### src/floor_sum_linear_defines.svh
`ifndef FLOOR_SUM_LINEAR_DEFINES_SVH
`define FLOOR_SUM_LINEAR_DEFINES_SVH

// clocked assertion, quiet during reset
`define FSL_ASSERT(lbl, prop, msg) \
  lbl: assert property (@(posedge clk) disable iff (!rst_n) prop) else $error(msg);

// assertion that also holds while reset is low
`define FSL_ASSERT_ALWAYS(lbl, prop, msg) \
  lbl: assert property (@(posedge clk) prop) else $error(msg);

`endif

### src/fsl_pkg.sv
package fsl_pkg;

  localparam int NW = 31;  // count / divisor / reduced slope and offset
  localparam int SW = 61;  // sum width
  localparam int PW = 64;  // unit product / dividend width
  localparam int TW = 62;  // a*n + b

  typedef enum logic {
    OP_MUL,
    OP_DIV
  } fsl_op_t;

  typedef struct packed {
    logic    start;
    fsl_op_t op;
    logic    long_div;  // 62-bit dividend, else 31-bit
  } fsl_req_t;

  typedef struct packed {
    logic busy;
    logic done;
  } fsl_stat_t;

  typedef enum logic [3:0] {
    S_IDLE,
    S_A_CHK,
    S_A_DIV,
    S_A_NN,
    S_A_MUL,
    S_B_CHK,
    S_B_DIV,
    S_B_MUL,
    S_T_MUL,
    S_T_CHK,
    S_T_DIV,
    S_OUT
  } fsl_state_t;

endpackage

### src/floor_sum_linear.sv
// An out-of-range beat goes from accept straight to S_OUT; any other beat works through the
// reduction states and repeats them once per Euclid role swap before it reaches S_OUT.
// One beat at a time: in_ready is high only while idle, so the next beat is accepted only
// after the result has been taken.
// The shared multiply/divide unit settles one bit per cycle. Reset (rst_n low, synchronous)
// returns to idle and drops any result.
module floor_sum_linear #(
  parameter int VALUE_BITS = 30
) (
  input  logic        clk,
  input  logic        rst_n,
  input  logic        in_valid,
  output logic        in_ready,
  input  logic [30:0] in_count,
  input  logic [30:0] in_divisor,
  input  logic [29:0] in_slope,
  input  logic [29:0] in_offset,
  output logic        out_valid,
  input  logic        out_ready,
  output logic [60:0] out_sum,
  output logic        out_out_of_range
);
  import fsl_pkg::*;
  `include "floor_sum_linear_defines.svh"

  localparam int VB = (VALUE_BITS > 30) ? 30 : VALUE_BITS;
  localparam logic [29:0] VMASK = 30'((64'(1) << VB) - 64'(1));

  fsl_state_t    state_r, state_nxt;
  logic [NW-1:0] n_r, m_r, a_r, b_r, q_r;
  logic [SW-1:0] acc_r, half_r;
  logic [TW-1:0] top_r;
  logic          oor_r;

  fsl_req_t      req;
  fsl_stat_t     stat;
  logic [PW-1:0] opa, prod;
  logic [NW-1:0] opb, quot, rem;
  logic [NW-1:0] a_in, b_in;
  logic          bad_in, waiting, done;

  assign a_in   = {1'b0, in_slope & VMASK};
  assign b_in   = {1'b0, in_offset & VMASK};
  assign bad_in = (a_in >= in_divisor) || (b_in >= in_divisor);
  assign done   = stat.done;

  fsl_unit u_unit (
    .clk  (clk),
    .rst_n(rst_n),
    .req  (req),
    .opa  (opa),
    .opb  (opb),
    .stat (stat),
    .prod (prod),
    .quot (quot),
    .rem  (rem)
  );

  always_comb begin
    state_nxt = state_r;
    unique case (state_r)
      S_IDLE:  if (in_valid) state_nxt = bad_in ? S_OUT : S_A_CHK;
      S_A_CHK: state_nxt = (a_r >= m_r) ? S_A_DIV : S_B_CHK;
      S_A_DIV: if (done) state_nxt = S_A_NN;
      S_A_NN:  if (done) state_nxt = S_A_MUL;
      S_A_MUL: if (done) state_nxt = S_B_CHK;
      S_B_CHK: state_nxt = (b_r >= m_r) ? S_B_DIV : S_T_MUL;
      S_B_DIV: if (done) state_nxt = S_B_MUL;
      S_B_MUL: if (done) state_nxt = S_T_MUL;
      S_T_MUL: if (done) state_nxt = S_T_CHK;
      S_T_CHK: state_nxt = (top_r < {{(TW-NW){1'b0}}, m_r}) ? S_OUT : S_T_DIV;
      S_T_DIV: if (done) state_nxt = S_A_CHK;
      S_OUT:   if (out_ready) state_nxt = S_IDLE;
      default: state_nxt = S_IDLE;
    endcase
  end

  always_comb begin
    waiting      = 1'b0;
    req.op       = OP_MUL;
    req.long_div = 1'b0;
    opa          = '0;
    opb          = '0;
    unique case (state_r)
      S_A_DIV: begin
        waiting = 1'b1;
        req.op  = OP_DIV;
        opa     = {{(PW-NW){1'b0}}, a_r};
        opb     = m_r;
      end
      S_A_NN: begin
        waiting = 1'b1;
        opa     = {{(PW-NW){1'b0}}, n_r};
        opb     = (n_r == '0) ? '0 : n_r - 1'b1;
      end
      S_A_MUL: begin
        waiting = 1'b1;
        opa     = {{(PW-SW){1'b0}}, half_r};
        opb     = q_r;
      end
      S_B_DIV: begin
        waiting = 1'b1;
        req.op  = OP_DIV;
        opa     = {{(PW-NW){1'b0}}, b_r};
        opb     = m_r;
      end
      S_B_MUL: begin
        waiting = 1'b1;
        opa     = {{(PW-NW){1'b0}}, n_r};
        opb     = q_r;
      end
      S_T_MUL: begin
        waiting = 1'b1;
        opa     = {{(PW-NW){1'b0}}, a_r};
        opb     = n_r;
      end
      S_T_DIV: begin
        waiting      = 1'b1;
        req.op       = OP_DIV;
        req.long_div = 1'b1;
        opa          = {{(PW-TW){1'b0}}, top_r};
        opb          = m_r;
      end
      default: waiting = 1'b0;
    endcase
    req.start = waiting && !stat.busy && !stat.done;
    in_ready  = (state_r == S_IDLE);
    out_valid = (state_r == S_OUT);
  end

  always_ff @(posedge clk) begin
    if (!rst_n) state_r <= S_IDLE;
    else        state_r <= state_nxt;
  end

  always_ff @(posedge clk) begin
    if (state_r == S_IDLE && in_valid) begin
      n_r   <= in_count;
      m_r   <= in_divisor;
      a_r   <= a_in;
      b_r   <= b_in;
      acc_r <= '0;
      oor_r <= bad_in;
    end
    if (done) begin
      unique case (state_r)
        S_A_DIV: begin
          q_r <= quot;
          a_r <= rem;
        end
        S_A_NN:  half_r <= prod[SW:1];  // n*(n-1)/2
        S_A_MUL: acc_r  <= acc_r + prod[SW-1:0];
        S_B_DIV: begin
          q_r <= quot;
          b_r <= rem;
        end
        S_B_MUL: acc_r <= acc_r + prod[SW-1:0];
        S_T_MUL: top_r <= prod[TW-1:0] + {{(TW-NW){1'b0}}, b_r};
        S_T_DIV: begin
          // swap roles of slope and divisor
          n_r <= quot;
          b_r <= rem;
          m_r <= a_r;
          a_r <= m_r;
        end
        default: ;
      endcase
    end
  end

  assign out_sum          = oor_r ? '0 : acc_r;
  assign out_out_of_range = oor_r;

  `FSL_ASSERT(a_done_in_wait, stat.done |-> waiting, "unit beat finished outside a wait state")
  `FSL_ASSERT(a_idle_unit, in_ready |-> !stat.busy, "unit busy while taking a new beat")
  `FSL_ASSERT(a_oor_zero, (out_valid && out_out_of_range) |-> (out_sum == '0), "oor with sum")
  `FSL_ASSERT(a_start_idle, req.start |=> stat.busy, "unit did not start")

endmodule

### src/fsl_unit.sv
module fsl_unit (
  input  logic                          clk,
  input  logic                          rst_n,
  input  fsl_pkg::fsl_req_t             req,
  input  logic [fsl_pkg::PW-1:0]        opa,
  input  logic [fsl_pkg::NW-1:0]        opb,
  output fsl_pkg::fsl_stat_t            stat,
  output logic [fsl_pkg::PW-1:0]        prod,
  output logic [fsl_pkg::NW-1:0]        quot,
  output logic [fsl_pkg::NW-1:0]        rem
);
  import fsl_pkg::*;

  logic          busy_r, done_r;
  fsl_op_t       op_r;
  logic [5:0]    cnt_r, last_r;
  logic [PW-1:0] x_r, acc_r;
  logic [NW-1:0] y_r;

  logic [NW:0]   t;
  logic [PW-1:0] add_a, add_b, sum;
  logic          cin, ge;

  // one adder: accumulate for multiply, trial subtract for divide
  always_comb begin
    t = {acc_r[NW-1:0], x_r[TW-1]};
    if (op_r == OP_MUL) begin
      add_a = acc_r;
      add_b = x_r;
      cin   = 1'b0;
    end else begin
      add_a = {{(PW-NW-1){1'b0}}, t};
      add_b = ~{{(PW-NW){1'b0}}, y_r};
      cin   = 1'b1;
    end
    sum = add_a + add_b + {{(PW-1){1'b0}}, cin};
    ge  = ~sum[PW-1];
  end

  always_ff @(posedge clk) begin
    if (!rst_n) begin
      busy_r <= 1'b0;
      done_r <= 1'b0;
    end else begin
      done_r <= 1'b0;
      if (req.start) begin
        busy_r <= 1'b1;
        op_r   <= req.op;
        cnt_r  <= '0;
        acc_r  <= '0;
        y_r    <= opb;
        if (req.op == OP_MUL) begin
          x_r    <= opa;
          last_r <= 6'(NW - 1);
        end else if (req.long_div) begin
          x_r    <= {{(PW-TW){1'b0}}, opa[TW-1:0]};
          last_r <= 6'(TW - 1);
        end else begin
          x_r    <= {{(PW-TW){1'b0}}, opa[NW-1:0], {(TW-NW){1'b0}}};
          last_r <= 6'(NW - 1);
        end
      end else if (busy_r) begin
        if (op_r == OP_MUL) begin
          if (y_r[0]) acc_r <= sum;
          x_r <= {x_r[PW-2:0], 1'b0};
          y_r <= {1'b0, y_r[NW-1:1]};
        end else begin
          acc_r <= ge ? {{(PW-NW-1){1'b0}}, sum[NW:0]} : {{(PW-NW-1){1'b0}}, t};
          x_r   <= {x_r[PW-2:0], ge};
        end
        cnt_r <= cnt_r + 6'd1;
        if (cnt_r == last_r) begin
          busy_r <= 1'b0;
          done_r <= 1'b1;
        end
      end
    end
  end

  assign stat.busy = busy_r;
  assign stat.done = done_r;
  assign prod      = acc_r;
  assign quot      = x_r[NW-1:0];
  assign rem       = acc_r[NW-1:0];

endmodule

### config.mk
export PLATFORM = sky130hd
export DESIGN_NAME = floor_sum_linear
export DESIGN_NICKNAME = d
export VERILOG_FILES = /design/src/fsl_pkg.sv /design/src/floor_sum_linear.sv /design/src/fsl_unit.sv
export VERILOG_INCLUDE_DIRS = /design/src /design/src/src
export SDC_FILE = /design/constraint.sdc
export NUM_CORES = 2
export LEC_CHECK = 0
export ABC_AREA = 1
export BUFFER_PORTS_ARGS = -buffer_cell sky130_fd_sc_hd__buf_2
export CAP_MARGIN = 10
export CORE_ASPECT_RATIO = 2
export CORE_MARGIN = 2
export CORE_UTILIZATION = 44
export DETAILED_ROUTE_END_ITERATION = 7
export PLACE_DENSITY = 0.68
export SETUP_SLACK_MARGIN = 0.2
export SLEW_MARGIN = 20
export SYNTH_ARGS = -nofsm -noshare
export SYNTH_HDL_FRONTEND = slang
export SYNTH_SLANG_ARGS = --single-unit
export TNS_END_PERCENT = 50
### constraint.sdc
create_clock -name clk -period 7.6 [get_ports clk]
set_input_delay 1.14 -clock clk [delete_from_list [all_inputs] [get_ports clk]]
set_output_delay 1.14 -clock clk [all_outputs]
set_load 0.01 [all_outputs]
# Word level (Yosys, flattened, before mapping)
# Cells that the tools add are included.
[word_totals]
regBits = 518
input_bits = 126
out_inout_bits = 64
elab_cells = 138
[op_classes]
add_sub_neg = 6
order_cmp = 5
n_eq_ne = 22
muxes = 57
n_bitwise = 4
reduce_logical = 26
[op_table]
columns = ["operator", "n"]
rows = [
  ["64-bit two-way mux", 8],
  ["31-bit two-way mux", 15],
  ["62-bit case mux with 5 select lines", 1],
  ["61-bit two-way mux", 4],
  ["31-bit case mux with 4 select lines", 1],
  ["64-bit by 1-bit adder with 64-bit output", 1],
  ["64-bit adder", 1],
  ["31-bit NOT with 64-bit output", 1],
  ["62-bit by 31-bit adder with 62-bit output", 1],
  ["30-bit by 31-bit greater-or-equal comparator with 1-bit output", 2],
  ["31-bit greater-or-equal comparator", 2],
  ["62-bit by 31-bit < comparator with 1-bit output", 1],
  ["62-bit two-way mux", 1],
  ["31-bit case mux with 2 select lines", 1],
  ["61-bit adder", 1],
  ["4-bit case mux with 12 select lines", 1],
  ["4-bit two-way mux", 11],
  ["32-bit two-way mux", 1],
  ["31-bit zero test", 1],
  ["31-bit by 1-bit subtractor with 31-bit output (second input constant)", 1],
  ["4-bit by 3-bit == test with 1-bit output (second input constant)", 4],
  ["4-bit == test (second input constant)", 4],
  ["2-bit by 1-bit != test with 1-bit output (second input constant)", 8],
  ["6-bit two-way mux", 2],
  ["20 further kinds", 46],
]

# Logic depth before layout (Yosys ltp)
[logic_depth]
depth_word = 8
depth_mapped = 22
mapped_depth_nobuf = 20

# Cells and area by module
# From an unflattened synthesis, not the netlist that was laid out.
[unflattened]
hier_cells = 6056
hier_area_um2 = 41339.6
[by_module_without_submodules]
columns = ["mod", "n_inst", "cells_per_inst", "area_each_um2", "seq_area_each_um2"]
rows = [
  ["floor_sum_linear", 1, 3903, 27034.7, 8438.1],
  ["fsl_unit", 1, 2153, 14305.0, 5084.9],
]

# Least setup slack after synthesis
# OpenSTA, ideal clock, no wires.
[synth_path]
kind = "input to register"
from = "input port rst_n"
to = "register u_unit.acc_r[0] (netlist: u_unit.prod[0]), enable pin"
setup_time_ps = 417
arrival_ps = 6150
required_ps = 7183
slack_ps = 1033
cell_stages = 4
path_buffers = 0
path_cell_list = "inv_1 > o21ai_1 > o21ai_0 > inv_1"
[synth_between]
elab_chain_len = 1
[synth_lines]
columns = ["item", "line_no", "rtl"]
rows = [
  ["start: declaration", "floor_sum_linear.sv:11", "input logic rst_n,"],
  ["3-bit AND reduction (no source line)", "-", ""],
  ["end signal: assignment", "fsl_unit.sv:64", "if (y_r[0]) acc_r <= sum;"],
  ["end signal: assignment", "fsl_unit.sv:68", "acc_r <= ge ? {{(PW-NW-1){1'b0}}, sum[NW:0]} : {{(PW-NW-1){1'b0}}, t};"],
  ["end: declaration", "fsl_unit.sv:17", "logic [PW-1:0] x_r, acc_r;"],
]
# No other way between the ends.
# A chain may end at the register's enable or synchronous reset.

# Final worst setup path
[layout_path]
from = "register u_unit.op_r"
to = "register u_unit.acc_r[53] (netlist: u_unit.prod[53]), data pin"
[layout_between]
elab_chain_len = 6
word_cells_on_any_way = 8
classes_between = "add/sub (2); mux (6)"
[layout_lines]
columns = ["item", "line_no", "rtl"]
rows = [
  ["start: declaration", "fsl_unit.sv:15", "fsl_op_t op_r;"],
  ["start signal: assignment", "fsl_unit.sv:48", "op_r <= req.op;"],
  ["64-bit two-way mux", "fsl_unit.sv:27", "if (op_r == OP_MUL) begin"],
  ["64-bit adder", "fsl_unit.sv:36", "sum = add_a + add_b + {{(PW-1){1'b0}}, cin};"],
  ["64-bit by 1-bit adder with 64-bit output", "fsl_unit.sv:36", ""],
  ["64-bit two-way mux", "fsl_unit.sv:64", ""],
  ["64-bit two-way mux *", "fsl_unit.sv:63", "if (op_r == OP_MUL) begin"],
  ["64-bit two-way mux *", "fsl_unit.sv:62", "end else if (busy_r) begin"],
]
# Every way passes the cells marked *; elsewhere a longest branch is shown, timed or not. The select of a mux whose other input is x is not followed.

==> run_results.csv <==
group,metric,value,unit
yosys,yosys_warnings,0,
yosys,synth_edf_count,321,
cells_and_area,fillers,9462,
power,peakVddDrop,0.441,mV
die,die_y,430,µm
sta,slew_viol_final,0,
die,num_io_pins,190,
die,die_w,217,µm
clock_tree,ctsResizeCount,0,
clock_tree,cts-root-buf,"clkbuf_16",
yosys,synth_commonest_cells,"nand2_1 (1339), inv_1 (807), nor2_1 (801)",
yosys,ys_async_sr_fraction,0,
worst_setup_path,worstPathArrival,5.79,ns
sta,period_needed,5.36,ns
clock_tree,cts_tree,"done",
cells_and_area,drive_gt1_frac,0.0688,
worst_setup_path,path_class,"register to register",
detailed_routing,num_vias,45400,
grt,grt_max_degree,98,
yosys,synth_most_common_cell,"nand2_1",
grt,antenna_found_initial,29,
die,num_rows,156,
yosys,synth_cells,5805,
die,die_area,93400,µm²
place,io_buffers,189,
power,p_per_area,501,nW/µm²
sta,max_freq,186,MHz
place,placed_area,42200,µm²
worst_hold_path,worstHoldPathCells,2,
yosys,yosysUniqueCellTypes,59,
worst_hold_path,hold_path.class,"register to register",
yosys,synthTopCellsByArea,"edfxtp_1 (24%), nand2_1 (13%), ha_1 (9.6%), dfxtp_1 (9.6%), inv_1 (7.6%)",
sta,rsz0062_at_grt,"no",
yosys,syn_area,40000,µm²
yosys,post-synth-top-area-cell,"edfxtp_1",
grt,grt_pass1_wl,337,mm
clock_tree,cts_setup_buffers,0,
grt,grt_pass1_vias,45000,
power,p_leak,19.9,nW
clock_tree,cts_max_path_buffers,3,
run,maxCapViolCount,0,
grt,grt_use_total,0.516,
place,hpwl,190,mm
sta,max_slew_margin,0.0594,
grt,grt-ovfl-total,0,
worst_setup_path,cp_max_fo,48,
detailed_routing,drc,0,
worst_setup_path,critPathCaptureType,"register",
yosys,synth.net_count,6242,
cells_and_area,nets,6383,
die,initial_utilization,0.443,
sta,worstMarginPinSlew,1.40,ns
sta,hold_viol,0,
cells_and_area,fin_area,44200,µm²
yosys,syn_avg_cell_area,6.89,µm²
worst_setup_path,cp-start-kind,"register",
detailed_routing,drt-pass1-iter-count,6,
worst_setup_path,required,8.02,ns
outcome,status,"completed",
yosys,ys_seq_area_frac,0.337,
worst_setup_path,rrSetupSlack,2.24,ns
sta,fin_tns_setup,0,ns
sta,fin_crit_sh,0.706,
yosys,synth_top_area_share,0.241,
detailed_routing,drt_iter0_drc,5409,
detailed_routing,antenna_left,0,
clock_tree,path_clk_slew,0.07,ns
die,core_area,90200,µm²
place,place_congestion,1.10,
clock_tree,h-tree-depth,2,
detailed_routing,drt-wirelength-per-cell,33.7,µm
clock_tree,worstSkewPairLatency,0.70,ns
yosys,ys_dominant_reg_cell,"edfxtp_1",
detailed_routing,routed_wl,243,mm
cells_and_area,areaGrowthSynthToFinish,10.6,%
worst_setup_path,r2r_cells,14,
sta,skew,0.0194,ns
clock_tree,cts.sinks,512,
power,finalPower,0.0222,W
detailed_routing,viasPerCell,6.30,
clock_tree,cts_buffers,52,
sta,setup_viol,0,
yosys,synth-seq-cells,512,
clock_tree,hold_buffers,0,
-- cells by family after synthesis --
kind of cell / after synthesis / share of synthesized area
and+or+nand+nor: 2621 / 0.267
AOI/OAI and AO/OA: 1257 / 0.179
buffers and inverters: 998 / 0.0962
DFF: 512 / 0.337
adders and majority gates: 311 / 0.0981
xor gates and xnor gates: 106 / 0.0232
-- per-layer routing --
layer	up-vias	track usage	share of wire
met5	-	0.00317	0.00038
met4	12	0.641	0.16
met3	1498	0.171	0.094
met2	3185	0.852	0.47
met1	21000	0.440	0.28
li1	19700	-	-
-- per-stage QoR --
step / hold WS [ns] / setup slack, ns / cells / util
5_1_grt: 0.523 / 2.28 / 7181 / 0.490
3_3_place_gp: 0.479 / 2.67 / 7072 / 0.468
3_5_place_dp: 0.488 / 2.66 / 7072 / 0.468
2_1_floorplan: 0.450 / 1.03 / 5805 / -
6_report: 0.496 / 2.24 / 7198 / 0.490
4_1_cts: 0.500 / 2.66 / 7170 / 0.489
-- report_power, final --
group	total, W	switching (W)	internal [W]
Combinational	0.0136	0.0101	0.00353
Sequential	0.00557	0.00130	0.00427
Clock	0.00295	0.00137	0.00158
Total	0.0222	0.0128	0.00938
-- registers in the layout, summed over array words and instances (netlist names), 61 cells and up --
name	flops
half_r	61
top_r	62
u_unit.prod	63
u_unit.x_r	63
acc_r	61
-- worst paths after layout --
path,from,end
worst max register to register,u_unit.op_r,u_unit.prod[53]
worst min register to register,acc_r[46],acc_r[46]
worst min-delay path,acc_r[46],acc_r[46]
worst max-delay path,u_unit.op_r,u_unit.prod[53]
-- cell type report --
class / count / area [µm²] / share of cell area
antenna: 23 / 57.6 / 0.00130
clock buffer: 64 / 1380 / 0.0312
clock inverter: 34 / 435 / 0.00985
inverter: 823 / 3100 / 0.0701
multi-input combinational: 4295 / 22800 / 0.515
sequential: 512 / 13500 / 0.304
tap: 1185 / 1480 / 0.0335
timing repair buffer: 262 / 1530 / 0.0345
-- critical path: stages, from the launching register on --
cell and delay, ns:
edfxtp_1 0.42, inv_2 0.68, buf_4 0.49, o21ai_0 0.16
ha_1 0.38, a21oi_1 0.34, o21ai_0 0.23, a21oi_1 0.82
nand2_1 0.54, nand2_1 0.17, nand3_1 0.20, nand2_1 0.33
nand3_1 0.13, nand2_1 0.08, a21oi_1 0.06
-- cells in the final DEF (no fill, tap or decap), types with 37 or more instances in the layout --
master	Yosys	layout
buf_2	33	189
o22ai_1	87	87
a21oi_1	347	346
o21ai_0	507	502
nand2_1	1339	1337
xor2_1	75	75
nand4_1	62	62
nor3_1	56	56
inv_1	807	805
nand3_1	286	285
buf_4	4	69
o21ai_1	34	37
dfxtp_1	191	191
edfxtp_1	321	321
a31oi_1	50	46
ha_1	307	307
nor2_1	801	794
clkbuf_16	0	53
No activity file was read; power rests on OpenSTA's default activity.
